## src/rtl/core/lsmt_pkg.sv

```systemverilog
`timescale 1ns / 1ps

package lsmt_pkg;

  localparam int unsigned DOTS_W = 8;
  localparam int unsigned DOT_W = 9;
  localparam int unsigned LINE_W = 8;
  localparam int unsigned MODE_W = 2;

  localparam logic [DOT_W:0]  DOTS_PER_LINE = 10'd456;
  localparam logic [LINE_W-1:0] FIRST_VBLANK_LINE = 8'd144;
  localparam logic [LINE_W-1:0] LAST_LINE = 8'd153;
  localparam logic [DOT_W-1:0] MODE2_END = 9'd80;
  localparam logic [DOT_W-1:0] MODE3_END = 9'd252;

  localparam logic [MODE_W-1:0] MODE_HBLANK = 2'd0;
  localparam logic [MODE_W-1:0] MODE_VBLANK = 2'd1;
  localparam logic [MODE_W-1:0] MODE_OAM = 2'd2;
  localparam logic [MODE_W-1:0] MODE_XFER = 2'd3;

  typedef struct packed {
    logic [DOTS_W-1:0] dots;
    logic              display_on;
    logic              hblank_irq_en;
    logic              vblank_irq_en;
    logic              oam_irq_en;
    logic              match_irq_en;
    logic [LINE_W-1:0] compare_line;
  } item_t;

  typedef struct packed {
    logic [DOT_W-1:0]  dot_in_line;
    logic [LINE_W-1:0] line_number;
    logic [MODE_W-1:0] mode_reg;
    logic              match_prev;
  } timing_state_t;

  typedef struct packed {
    logic [LINE_W-1:0] current_line;
    logic [MODE_W-1:0] current_mode;
    logic              match_flag;
    logic              vblank_irq;
    logic              status_irq;
    logic              render_line_req;
    logic              render_frame_req;
  } result_t;

endpackage

```

## src/rtl/core/lsmt_if.sv

```systemverilog
`timescale 1ns / 1ps

interface lsmt_in_if;
  logic       valid;
  logic       ready;
  logic [7:0] dots;
  logic       display_on;
  logic       hblank_irq_en;
  logic       vblank_irq_en;
  logic       oam_irq_en;
  logic       match_irq_en;
  logic [7:0] compare_line;

  modport source (output valid, dots, display_on, hblank_irq_en, vblank_irq_en,
                  oam_irq_en, match_irq_en, compare_line, input ready);
  modport sink (input valid, dots, display_on, hblank_irq_en, vblank_irq_en,
                oam_irq_en, match_irq_en, compare_line, output ready);
endinterface

interface lsmt_out_if;
  logic       valid;
  logic       ready;
  logic [7:0] current_line;
  logic [1:0] current_mode;
  logic       match_flag;
  logic       vblank_irq;
  logic       status_irq;
  logic       render_line_req;
  logic       render_frame_req;

  modport source (output valid, current_line, current_mode, match_flag, vblank_irq,
                  status_irq, render_line_req, render_frame_req, input ready);
  modport sink (input valid, current_line, current_mode, match_flag, vblank_irq,
                status_irq, render_line_req, render_frame_req, output ready);
endinterface

interface lsmt_cfg_if;
  logic valid;
  logic ready;
  logic data;

  modport source (output valid, data, input ready);
  modport sink (input valid, data, output ready);
endinterface

```

## src/rtl/core/lsmt_step.sv

```systemverilog
`timescale 1ns / 1ps

module lsmt_step
  import lsmt_pkg::*;
(
  input  item_t         item,
  input  timing_state_t cur,
  input  logic          frame_level_render,
  output timing_state_t nxt,
  output result_t       res
);

  logic [DOT_W:0]    dot_sum;
  logic              crossed;
  logic [DOT_W:0]    dot_wrapped;
  logic [DOT_W-1:0]  new_dot;
  logic [LINE_W-1:0] line_inc;
  logic              wrap;
  logic [LINE_W-1:0] new_line;
  logic [MODE_W-1:0] step_mode;
  logic              mode_irq;
  logic              now_match;

  // At most 455 + 255 dots, so a single subtraction settles the line crossing.
  assign dot_sum     = {1'b0, cur.dot_in_line} + {2'b00, item.dots};
  assign crossed     = dot_sum >= DOTS_PER_LINE;
  assign dot_wrapped = dot_sum - DOTS_PER_LINE;
  assign new_dot     = crossed ? dot_wrapped[DOT_W-1:0] : dot_sum[DOT_W-1:0];
  assign line_inc    = cur.line_number + 8'd1;
  assign wrap        = crossed && (line_inc > LAST_LINE);

  always_comb begin
    if (!crossed) begin
      new_line = cur.line_number;
    end else if (wrap) begin
      new_line = '0;
    end else begin
      new_line = line_inc;
    end
  end

  always_comb begin
    if (new_line >= FIRST_VBLANK_LINE) begin
      step_mode = MODE_VBLANK;
    end else if (new_dot < MODE2_END) begin
      step_mode = MODE_OAM;
    end else if (new_dot < MODE3_END) begin
      step_mode = MODE_XFER;
    end else begin
      step_mode = MODE_HBLANK;
    end
  end

  always_comb begin
    mode_irq = 1'b0;
    if (step_mode != cur.mode_reg) begin
      case (step_mode)
        MODE_HBLANK: mode_irq = item.hblank_irq_en;
        MODE_VBLANK: mode_irq = item.vblank_irq_en;
        MODE_OAM:    mode_irq = item.oam_irq_en;
        default:     mode_irq = 1'b0;
      endcase
    end
  end

  assign now_match = new_line == item.compare_line;

  always_comb begin
    if (!item.display_on) begin
      // Display off clears the timing but leaves the previous match alone.
      nxt.dot_in_line = '0;
      nxt.line_number = '0;
      nxt.mode_reg    = MODE_HBLANK;
      nxt.match_prev  = cur.match_prev;
      res             = '0;
    end else begin
      nxt.dot_in_line      = new_dot;
      nxt.line_number      = new_line;
      nxt.mode_reg         = step_mode;
      nxt.match_prev       = now_match;
      res.current_line     = new_line;
      res.current_mode     = step_mode;
      res.match_flag       = now_match;
      res.vblank_irq       = crossed && (line_inc == FIRST_VBLANK_LINE);
      res.status_irq       = mode_irq || (now_match && !cur.match_prev && item.match_irq_en);
      res.render_line_req  = crossed && (new_line < FIRST_VBLANK_LINE) && !frame_level_render;
      res.render_frame_req = wrap && frame_level_render;
    end
  end

endmodule

```

## src/rtl/core/lcd_scanline_mode_timing_core.sv

```systemverilog
`timescale 1ns / 1ps

// LCD scanline and mode timing. Each input item advances the display timing
// by 0 to 255 dot clocks and yields exactly one result item with the line,
// the mode, the line-compare flag and the interrupt and render requests that
// the step caused. The block takes one item per clock cycle when the result
// side keeps up; an accepted item waits in the input register and its result
// is then captured in the result register, which offers it. That rate is
// set by the single timing state update (dot add, line crossing, mode decode)
// done in the cycle an item leaves the input register. The frame_level_render
// register is written through the configuration channel, which is always
// ready, and should only be changed while no item is pending.

module lcd_scanline_mode_timing_core
  import lsmt_pkg::*;
(
  input  logic clk,
  input  logic rst,
  lsmt_cfg_if.sink   cfg,
  lsmt_in_if.sink    in_ch,
  lsmt_out_if.source out_ch
);

  // Configuration register.
  logic frame_level_render;

  // Input register holding one accepted item.
  item_t s1_item;
  logic  s1_valid;

  // Timing state, committed when an item moves into the result register.
  timing_state_t state;
  timing_state_t state_next;

  // Result register.
  result_t res;
  result_t res_next;
  logic    out_valid;

  logic advance;
  logic in_fire;

  // The input register moves on whenever the result register is empty or is
  // being emptied in this cycle, so a waiting result never stops intake of
  // the one item behind it.
  assign advance      = s1_valid && (!out_valid || out_ch.ready);
  assign in_ch.ready  = !s1_valid || advance;
  assign in_fire      = in_ch.valid && in_ch.ready;
  assign cfg.ready    = 1'b1;

  always_ff @(posedge clk) begin
    if (rst) begin
      frame_level_render <= 1'b0;
    end else if (cfg.valid) begin
      frame_level_render <= cfg.data;
    end
  end

  always_ff @(posedge clk) begin
    if (rst) begin
      s1_valid <= 1'b0;
    end else if (in_ch.ready) begin
      s1_valid <= in_ch.valid;
    end
  end

  always_ff @(posedge clk) begin
    if (in_fire) begin
      s1_item.dots          <= in_ch.dots;
      s1_item.display_on    <= in_ch.display_on;
      s1_item.hblank_irq_en <= in_ch.hblank_irq_en;
      s1_item.vblank_irq_en <= in_ch.vblank_irq_en;
      s1_item.oam_irq_en    <= in_ch.oam_irq_en;
      s1_item.match_irq_en  <= in_ch.match_irq_en;
      s1_item.compare_line  <= in_ch.compare_line;
    end
  end

  // All of one step's arithmetic sits between the input register and the
  // result register.
  lsmt_step u_step (
    .item               (s1_item),
    .cur                (state),
    .frame_level_render (frame_level_render),
    .nxt                (state_next),
    .res                (res_next)
  );

  always_ff @(posedge clk) begin
    if (rst) begin
      state     <= '0;
      out_valid <= 1'b0;
    end else begin
      if (advance) begin
        state     <= state_next;
        out_valid <= 1'b1;
      end else if (out_ch.ready) begin
        out_valid <= 1'b0;
      end
    end
  end

  always_ff @(posedge clk) begin
    if (advance) begin
      res <= res_next;
    end
  end

  assign out_ch.valid            = out_valid;
  assign out_ch.current_line     = res.current_line;
  assign out_ch.current_mode     = res.current_mode;
  assign out_ch.match_flag       = res.match_flag;
  assign out_ch.vblank_irq       = res.vblank_irq;
  assign out_ch.status_irq       = res.status_irq;
  assign out_ch.render_line_req  = res.render_line_req;
  assign out_ch.render_frame_req = res.render_frame_req;

endmodule

```

## src/flat_wrapper.sv

```systemverilog
// flat-port wrapper written by rule: the top's interface ports become plain ports
module lcd_scanline_mode_timing_core_flat import lsmt_pkg::*;
  (clk, rst, cfg_valid, cfg_data, cfg_ready, in_ch_valid, in_ch_dots, in_ch_display_on, in_ch_hblank_irq_en, in_ch_vblank_irq_en, in_ch_oam_irq_en, in_ch_match_irq_en, in_ch_compare_line, in_ch_ready, out_ch_valid, out_ch_current_line, out_ch_current_mode, out_ch_match_flag, out_ch_vblank_irq, out_ch_status_irq, out_ch_render_line_req, out_ch_render_frame_req, out_ch_ready);
  lsmt_cfg_if cfg_i ();
  lsmt_in_if in_ch_i ();
  lsmt_out_if out_ch_i ();
  input  logic clk;
  input  logic rst;
  input wire logic [$bits(cfg_i.valid)-1:0] cfg_valid;
  input wire logic [$bits(cfg_i.data)-1:0] cfg_data;
  output wire logic [$bits(cfg_i.ready)-1:0] cfg_ready;
  input wire logic [$bits(in_ch_i.valid)-1:0] in_ch_valid;
  input wire logic [$bits(in_ch_i.dots)-1:0] in_ch_dots;
  input wire logic [$bits(in_ch_i.display_on)-1:0] in_ch_display_on;
  input wire logic [$bits(in_ch_i.hblank_irq_en)-1:0] in_ch_hblank_irq_en;
  input wire logic [$bits(in_ch_i.vblank_irq_en)-1:0] in_ch_vblank_irq_en;
  input wire logic [$bits(in_ch_i.oam_irq_en)-1:0] in_ch_oam_irq_en;
  input wire logic [$bits(in_ch_i.match_irq_en)-1:0] in_ch_match_irq_en;
  input wire logic [$bits(in_ch_i.compare_line)-1:0] in_ch_compare_line;
  output wire logic [$bits(in_ch_i.ready)-1:0] in_ch_ready;
  output wire logic [$bits(out_ch_i.valid)-1:0] out_ch_valid;
  output wire logic [$bits(out_ch_i.current_line)-1:0] out_ch_current_line;
  output wire logic [$bits(out_ch_i.current_mode)-1:0] out_ch_current_mode;
  output wire logic [$bits(out_ch_i.match_flag)-1:0] out_ch_match_flag;
  output wire logic [$bits(out_ch_i.vblank_irq)-1:0] out_ch_vblank_irq;
  output wire logic [$bits(out_ch_i.status_irq)-1:0] out_ch_status_irq;
  output wire logic [$bits(out_ch_i.render_line_req)-1:0] out_ch_render_line_req;
  output wire logic [$bits(out_ch_i.render_frame_req)-1:0] out_ch_render_frame_req;
  input wire logic [$bits(out_ch_i.ready)-1:0] out_ch_ready;
  assign cfg_i.valid = cfg_valid;
  assign cfg_i.data = cfg_data;
  assign cfg_ready = cfg_i.ready;
  assign in_ch_i.valid = in_ch_valid;
  assign in_ch_i.dots = in_ch_dots;
  assign in_ch_i.display_on = in_ch_display_on;
  assign in_ch_i.hblank_irq_en = in_ch_hblank_irq_en;
  assign in_ch_i.vblank_irq_en = in_ch_vblank_irq_en;
  assign in_ch_i.oam_irq_en = in_ch_oam_irq_en;
  assign in_ch_i.match_irq_en = in_ch_match_irq_en;
  assign in_ch_i.compare_line = in_ch_compare_line;
  assign in_ch_ready = in_ch_i.ready;
  assign out_ch_valid = out_ch_i.valid;
  assign out_ch_current_line = out_ch_i.current_line;
  assign out_ch_current_mode = out_ch_i.current_mode;
  assign out_ch_match_flag = out_ch_i.match_flag;
  assign out_ch_vblank_irq = out_ch_i.vblank_irq;
  assign out_ch_status_irq = out_ch_i.status_irq;
  assign out_ch_render_line_req = out_ch_i.render_line_req;
  assign out_ch_render_frame_req = out_ch_i.render_frame_req;
  assign out_ch_i.ready = out_ch_ready;
  lcd_scanline_mode_timing_core u_core (.clk(clk), .rst(rst), .cfg(cfg_i), .in_ch(in_ch_i), .out_ch(out_ch_i));
endmodule
```

## config.mk

```make
export PLATFORM = sky130hd
export DESIGN_NAME = lcd_scanline_mode_timing_core_flat
export DESIGN_NICKNAME = d
export VERILOG_FILES = /design/src/rtl/core/lsmt_pkg.sv /design/src/rtl/core/lsmt_if.sv /design/src/rtl/core/lsmt_step.sv /design/src/rtl/core/lcd_scanline_mode_timing_core.sv /design/src/flat_wrapper.sv
export SDC_FILE = /design/constraint.sdc
export NUM_CORES = 1
export LEC_CHECK = 0
export BUFFER_PORTS_ARGS = -buffer_cell sky130_fd_sc_hd__clkbuf_2
export CAP_MARGIN = 20
export CORE_MARGIN = 2
export CORE_UTILIZATION = 61
export CTS_BUF_LIST = sky130_fd_sc_hd__clkbuf_4 sky130_fd_sc_hd__clkbuf_8
export DETAILED_ROUTE_END_ITERATION = 7
export HOLD_SLACK_MARGIN = 0.15
export PLACE_DENSITY = 0.82
export SLEW_MARGIN = 20
export SYNTH_ARGS = -nofsm -noshare
export SYNTH_HDL_FRONTEND = slang
export SYNTH_SLANG_ARGS = --single-unit
export TNS_END_PERCENT = 50
```

## constraint.sdc

```tcl
create_clock -name clk -period 3.9 [get_ports clk]
set_input_delay 0 -clock clk [delete_from_list [all_inputs] [get_ports clk]]
set_output_delay 0 -clock clk [all_outputs]
set_load 0.01 [all_outputs]
```

# Word-level counts from Yosys, hierarchy flattened
# Index checks and enable logic that the tools add are counted.
[totals]
regBits = 59
in_bits = 27
out_inout_bits = 18
wordCells = 65
[classes]
add_sub_neg = 3
order_cmp = 6
eq_ne = 5
muxes = 11
reduce_logical = 19
[ops]
columns = ["cell", "count"]
rows = [
  ["$mux 20", 1],
  ["$mux 8", 2],
  ["$add 9x8->10", 1],
  ["$ge 10x9->1 const B", 1],
  ["$logic_and 1x1->1", 9],
  ["$lt 9x7->1 const B", 1],
  ["$lt 9x8->1 const B", 1],
  ["$mux 9", 1],
  ["$sub 9x9->9 const B", 1],
  ["$add 8x1->8 const B", 1],
  ["$eq 8x8->1", 1],
  ["$eq 8x8->1 const B", 1],
  ["$ge 8x8->1 const B", 1],
  ["$gt 8x8->1 const B", 1],
  ["$lt 8x8->1 const B", 1],
  ["$mux 2", 3],
  ["$logic_not 1->1", 4],
  ["$logic_or 1x1->1", 3],
  ["$mux 1", 3],
  ["$pmux 1 s3", 1],
  ["$eq 2x1->1 const B", 1],
  ["$eq 2x2->1 const B", 1],
  ["$logic_not 2->1", 1],
  ["$ne 2x2->1", 1],
  ["other kinds (2)", 2],
]

# Depth between registers and ports, before layout
[logic_depth]
depth_word = 11
ltp_mapped = 15
mapped_depth_nobuf = 14

# Cells and area by module
# From an unflattened synthesis, not the netlist that was laid out.
[unflattened]
cells_unflattened = 422
area_unflattened_um2 = 4142.7
[by_module_without_submodules]
columns = ["mod", "instances", "cells_per_inst", "area_each_um2", "seq_area_each_um2"]
rows = [
  ["lcd_scanline_mode_timing_core", 1, 138, 2130.8, 1541.5],
  ["lsmt_step", 1, 284, 2011.9, 0.0],
]

# Least setup slack after synthesis
# Ideal clock, no wire load.
[synth_timing]
kind = "register -> register"
start = "register u_core.state[11] (netlist name)"
end = "register u_core.res, in the netlist u_core.out_ch.status_irq, data pin"
setup_ns = 0.150
t_arrival_ns = 3.460
required_ns = 3.750
path_slack_ns = 0.290
stages_incl_launch_ff = 16
n_path_buf = 2
path_cell_list = "dfxtp_1 -> ha_1 -> inv_1 -> fa_1 -> nand2b_1 -> a21oi_1 -> xnor2_1 -> and3_1 -> buf_2 -> o41ai_1 -> clkbuf_1 -> mux2i_1 -> mux2i_1 -> a2111oi_0 -> nand4_1 -> o211ai_2"
[synth_between]
elab_chain_len = 11
[synth_rtl]
columns = ["item", "line", "text"]
rows = [
  ["start: declaration", "lcd_scanline_mode_timing_core.sv:32", "timing_state_t state;"],
  ["start signal: assignment", "lcd_scanline_mode_timing_core.sv:95", "state <= state_next;"],
  ["$add 9x8->10 (*)", "lsmt_step.sv:25", "assign dot_sum = {1'b0, cur.dot_in_line} + {2'b00, item.dots};"],
  ["$sub 9x9->9 / $ge 10x9->1 (equally long branches)", "lsmt_step.sv:27, lsmt_step.sv:26", ""],
  ["$mux 9 / $logic_and 1x1->1 (equally long branches)", "lsmt_step.sv:28, lsmt_step.sv:30", ""],
  ["$lt 9x8->1 / $mux 8 (equally long branches)", "lsmt_step.sv:47, lsmt_step.sv:35", ""],
  ["$mux 2 / $mux 8 (equally long branches)", "lsmt_step.sv:47, lsmt_step.sv:33", ""],
  ["$mux 2 / $ge 8x8->1 (equally long branches)", "lsmt_step.sv:45, lsmt_step.sv:43", ""],
  ["$mux 2", "lsmt_step.sv:43", "if (new_line >= FIRST_VBLANK_LINE) begin"],
  ["$eq 2x2->1 (tied with other cells)", "lsmt_step.sv:57", "case (step_mode)"],
  ["$pmux 1 s3", "lsmt_step.sv:57", ""],
  ["$mux 1", "lsmt_step.sv:56", "if (step_mode != cur.mode_reg) begin"],
  ["$logic_or 1x1->1 (*)", "lsmt_step.sv:85", "res.status_irq = mode_irq || (now_match && !cur.match_prev && item.match_irq_en);"],
  ["end signal: assignment", "lcd_scanline_mode_timing_core.sv:105", "res <= res_next;"],
  ["end: declaration", "lcd_scanline_mode_timing_core.sv:36", "result_t res;"],
]
# Every way passes the cells marked *; elsewhere a longest branch is shown, timed or not.
# A chain may end at the register's enable or synchronous reset.

# Worst setup path after layout
[layout_timing]
start = "register u_core.state[11] (netlist name)"
end = "register u_core.state[0] (netlist name)"
[layout_between]
elab_chain_len = 6
[layout_rtl]
columns = ["item", "line", "text"]
rows = [
  ["$add 9x8->10 (*)", "lsmt_step.sv:25", ""],
  ["$ge 10x9->1 (*)", "lsmt_step.sv:26", "assign crossed = dot_sum >= DOTS_PER_LINE;"],
  ["$logic_and 1x1->1", "lsmt_step.sv:30", "assign wrap = crossed && (line_inc > LAST_LINE);"],
  ["$mux 8", "lsmt_step.sv:35", "end else if (wrap) begin"],
  ["$mux 8 (*)", "lsmt_step.sv:33", "if (!crossed) begin"],
  ["$eq 8x8->1 (*)", "lsmt_step.sv:66", "assign now_match = new_line == item.compare_line;"],
]
# Marks and branches as above.

==> results by group <==
Run status
  – Status: finished clean

Synth
  – Mean Syn Cell Area: 8.95 sq um
  – Post-synthesis net count: 454
  – Share of synthesized area occupied by flip-flops and latches: 41.6%
  – Number of synthesis warnings: 0
  – Synth Cell Area: 3700 sq um
  – Synth unique cells: 66
  – Register bit count reported by yosys: 59
  – Async set-or-reset flop fraction in the synthesized netlist: 0%
  – Cell count after synthesis: 414
  – Number of enable-type register cells in the synthesized netlist: 36
  – Primary flip-flop cell chosen by synthesis mapping: sky130_fd_sc_hd__edfxtp_1

Finish
  – Number of fillers in the final layout: 364
  – Top library cells by usage in the layout, fill and taps aside: sky130_fd_sc_hd__nand2_1, sky130_fd_sc_hd__clkbuf_2, sky130_fd_sc_hd__a21oi_1, sky130_fd_sc_hd__nor2_1, sky130_fd_sc_hd__edfxtp_1
  – Post-Route Utilization: 78.2%
  – Layout cell share with drive strength beyond 1: 19.6%
  – Number of antenna repair diodes: 0
  – Area of the multi-input gates: 2050 sq um
  – Synth-to-Final Area Change: 24.3%
  – Reg area: 1540 sq um
  – Net total in the final layout: 535
  – Most common cell after layout, fill and taps aside: sky130_fd_sc_hd__nand2_1

Power and ir drop
  – Peak VDD IR: 0.000324 V
  – Power after layout: 1.54 mW
  – Net switching fraction of the power: 26.9%
  – Net switching power: 0.413 mW
  – Part of the power in combinational logic: 15.0%
  – Power per standard cell area: 334 nW/um^2
  – Cell-internal power: 1.12 mW
  – Register share of total power: 46.2%
  – Relative contribution of the clock network to total power: 38.7%
  – Leak: 1.79 nW

Setup path
  – Highest-delay cell along the critical path: sky130_fd_sc_hd__or4_4
  – Critical Path Sink Type: register
  – Biggest cell delay along the critical path: 0.48 ns
  – Critical path required time: 4.17 ns
  – Cell-by-cell listing of the critical path: ha_1 -> inv_1 -> fa_1 -> nand2b_1 -> a21boi_2 -> o31a_4 -> o22ai_2 -> or4_4 -> o21a_1 -> o311a_1 -> nor4_1 -> buf_4 -> nand4_1 -> a21oi_1
  – Cell family with the largest share of critical-path delay: compound AO/OA/AOI/OAI gates
  – Signal arrival time at the worst endpoint: 4.13 ns
  – Count of buffering cells on the critical path with inverters included: 2
  – Startpoint-to-endpoint class of the critical path: reg2reg
  – Kind of start point of the critical path: register
  – Critical path peak fanout: 10

STA
  – Setup repair after global routing missed its margin: false
  – Final Hold Violating Endpoints: 0
  – Maximum clock rate: 259 MHz
  – Post-Route Setup TNS: 0 ns
  – Final period utilization: 99.2%
  – Min Clock Period, post-route: 3.87 ns
  – Setup Viol. Count Final: 0
  – Maximum clock skew at final layout: 0.0196 ns
  – Max-slew violation count: 0
  – Rel. slew slack: 32.0%
  – Tightest Pin Transition: 1.02 ns

Detailed routing
  – Routed via count: 3851
  – Antenna Violating Nets Remaining: 0
  – Drt drc: 0
  – Metal3 WL: 1.05 mm
  – Wire length reported by the detailed router: 11.7 mm
  – Initial DRC count: 449
  – Via density per instance: 6.70
  – Mean routed wirelength per cell: 20.4 um
  – Routed wl met2: 5.71 mm
  – WL met1: 4.32 mm
  – Top layer reached by signal wires: met4
  – Router iterations before antenna repair: 5

Clock network
  – CTS H-Tree Depth: 3
  – TritonCTS clock tree: done
  – Clock Root Buffer: sky130_fd_sc_hd__clkbuf_8
  – Cts bufs inserted: 9
  – Clock edge transition at the registers on the reported setup and hold paths: 0.08 ns
  – Clock insertion delay at the later pin of the skew report: 0.35 ns
  – Sink count of the clock tree: 59
  – Maximum count of clock buffers along a single path: 2

Placement
  – Sum of net half-perimeters after detailed placement: 7.41 mm
  – Gpl congestion: 1.03
  – Number of port buffers: 43

Floorplan
  – Horiz. Die Dim: 81.9 um
  – DIE AREA: 6710 sq um
  – Initial standard-cell utilization of the core: 62.9%
  – IO Pins: 45
  – Total core area: 5890 sq um
  – Die height: 81.9 um
  – Row count: 28

Min path
  – Class of the tightest hold or removal check: in2reg

GRT
  – Number of antenna violations at the first check in global routing: 0
  – Aggregate global routing overflow: 0
  – Pin count of the biggest net entering global routing: 26
  – Wire length of the first global-routing pass: 18.0 mm
  – Overall track demand over capacity in global routing: 36.0%
  – Via count of the first global-routing pass: 3691

Flow run
  – Number of violations of the max-capacitance limit: 0
cell usage after synthesis, drive strengths merged, types with 3 or more instances:
cell type / count / share of area, %
a21o: 4 / 0.81
a21oi: 39 / 5.3
a22oi: 8 / 1.6
a31oi: 5 / 0.84
and2: 6 / 1.0
and3: 4 / 0.68
and4: 4 / 0.95
buf: 5 / 0.98
clkbuf: 17 / 1.8
dfxtp: 23 / 12
edfxtp: 36 / 29
ha: 12 / 4.1
inv: 16 / 1.6
mux2i: 7 / 1.9
nand2: 48 / 4.9
nand2b: 11 / 1.9
nand3: 14 / 1.9
nand4: 10 / 1.7
nor2: 39 / 4.0
nor3: 11 / 1.5
nor4: 3 / 0.51
o211ai: 5 / 1.1
o21a: 8 / 1.6
o21ai: 17 / 2.3
o22ai: 4 / 0.84
o31ai: 4 / 0.81
xnor2: 7 / 2.2
xor2: 7 / 1.7
layout make-up:
class | instances | share of cell area (%)
multi-input cells | 316 | 44.5
flip-flops and latches | 59 | 33.5
repair buffers | 92 | 14.1
clock buffers | 12 | 3.45
well taps | 75 | 2.04
inverters | 17 | 1.39
clock inverters | 4 | 1.09
per-stage QoR:
step / cell area, sq um / worst slack [ns] / std cells / hold slack (ns)
2_1_floorplan: 3700 / 0.290 / 414 / 0.0691
3_3_place_gp: 4090 / 0.164 / 533 / 0.176
3_5_place_dp: 4090 / 0.141 / 533 / 0.179
4_1_cts: 4560 / 0.0615 / 575 / 0.173
5_1_grt: 4600 / 0.0101 / 575 / 0.196
6_report: 4600 / 0.0328 / 575 / 0.194
flip-flops by register name (all words and copies together) (netlist names):
signal,flops
u_core.s1_item,21
u_core.state,20
u_core.out_ch.current_line,8
u_core.out_ch.current_mode,2
u_core.frame_level_render,1
u_core.out_ch.match_flag,1
u_core.out_ch.render_frame_req,1
u_core.out_ch.render_line_req,1
u_core.out_ch.status_irq,1
u_core.out_ch.valid,1
u_core.out_ch.vblank_irq,1
u_core.s1_valid,1
metal layers:
| metal | track usage [%] | vias up |
|---|---|---|
| li1 | - | 1705 |
| met1 | 42.1 | 1781 |
| met2 | 60.7 | 291 |
| met3 | 8.57 | 74 |
| met4 | 20.0 | 0 |
| met5 | 0 | - |
power by group through the flow:
stage,clock (mW),sequential (mW),combinational [mW]
after floorplan,0,0.719,0.128
after global placement,0,0.721,0.183
after detailed placement,0,0.722,0.187
after CTS,0.585,0.708,0.211
after global routing,0.619,0.712,0.246
final,0.595,0.710,0.231
timing repair:
action,CTS,global route
endpoints found under the setup margin,0,4
hold buffers,26,0
endpoints found under the hold margin,24,0
resized for setup,0,10
setup buffers,0,0
cells by family (layout without fill, tap and decap cells):
family,Yosys count,count (layout),synth area share [%]
flops,59,59,41.6
other cells,1,1,0.101
compound gates,121,121,22.6
simple gates,160,160,20.9
fa+ha+maj,13,13,4.59
buf+inv,39,125,4.46
mux,7,7,1.89
xor+xnor,14,14,3.82
worst paths after layout:
check	end	slack, ns	cells past startpoint	start
setup / recovery	u_core.state[0]$_SDFFE_PP0P_	0.03	14	u_core.state[11]$_SDFFE_PP0P_
hold / removal	u_core.state[16]$_SDFFE_PP0P_	0.19	2	rst
setup reg to reg	u_core.state[0]$_SDFFE_PP0P_	0.03	14	u_core.state[11]$_SDFFE_PP0P_
hold reg to reg	u_core.state[11]$_SDFFE_PP0P_	0.51	2	u_core.state[11]$_SDFFE_PP0P_
Note: power is estimated with default switching activity, not from simulation.
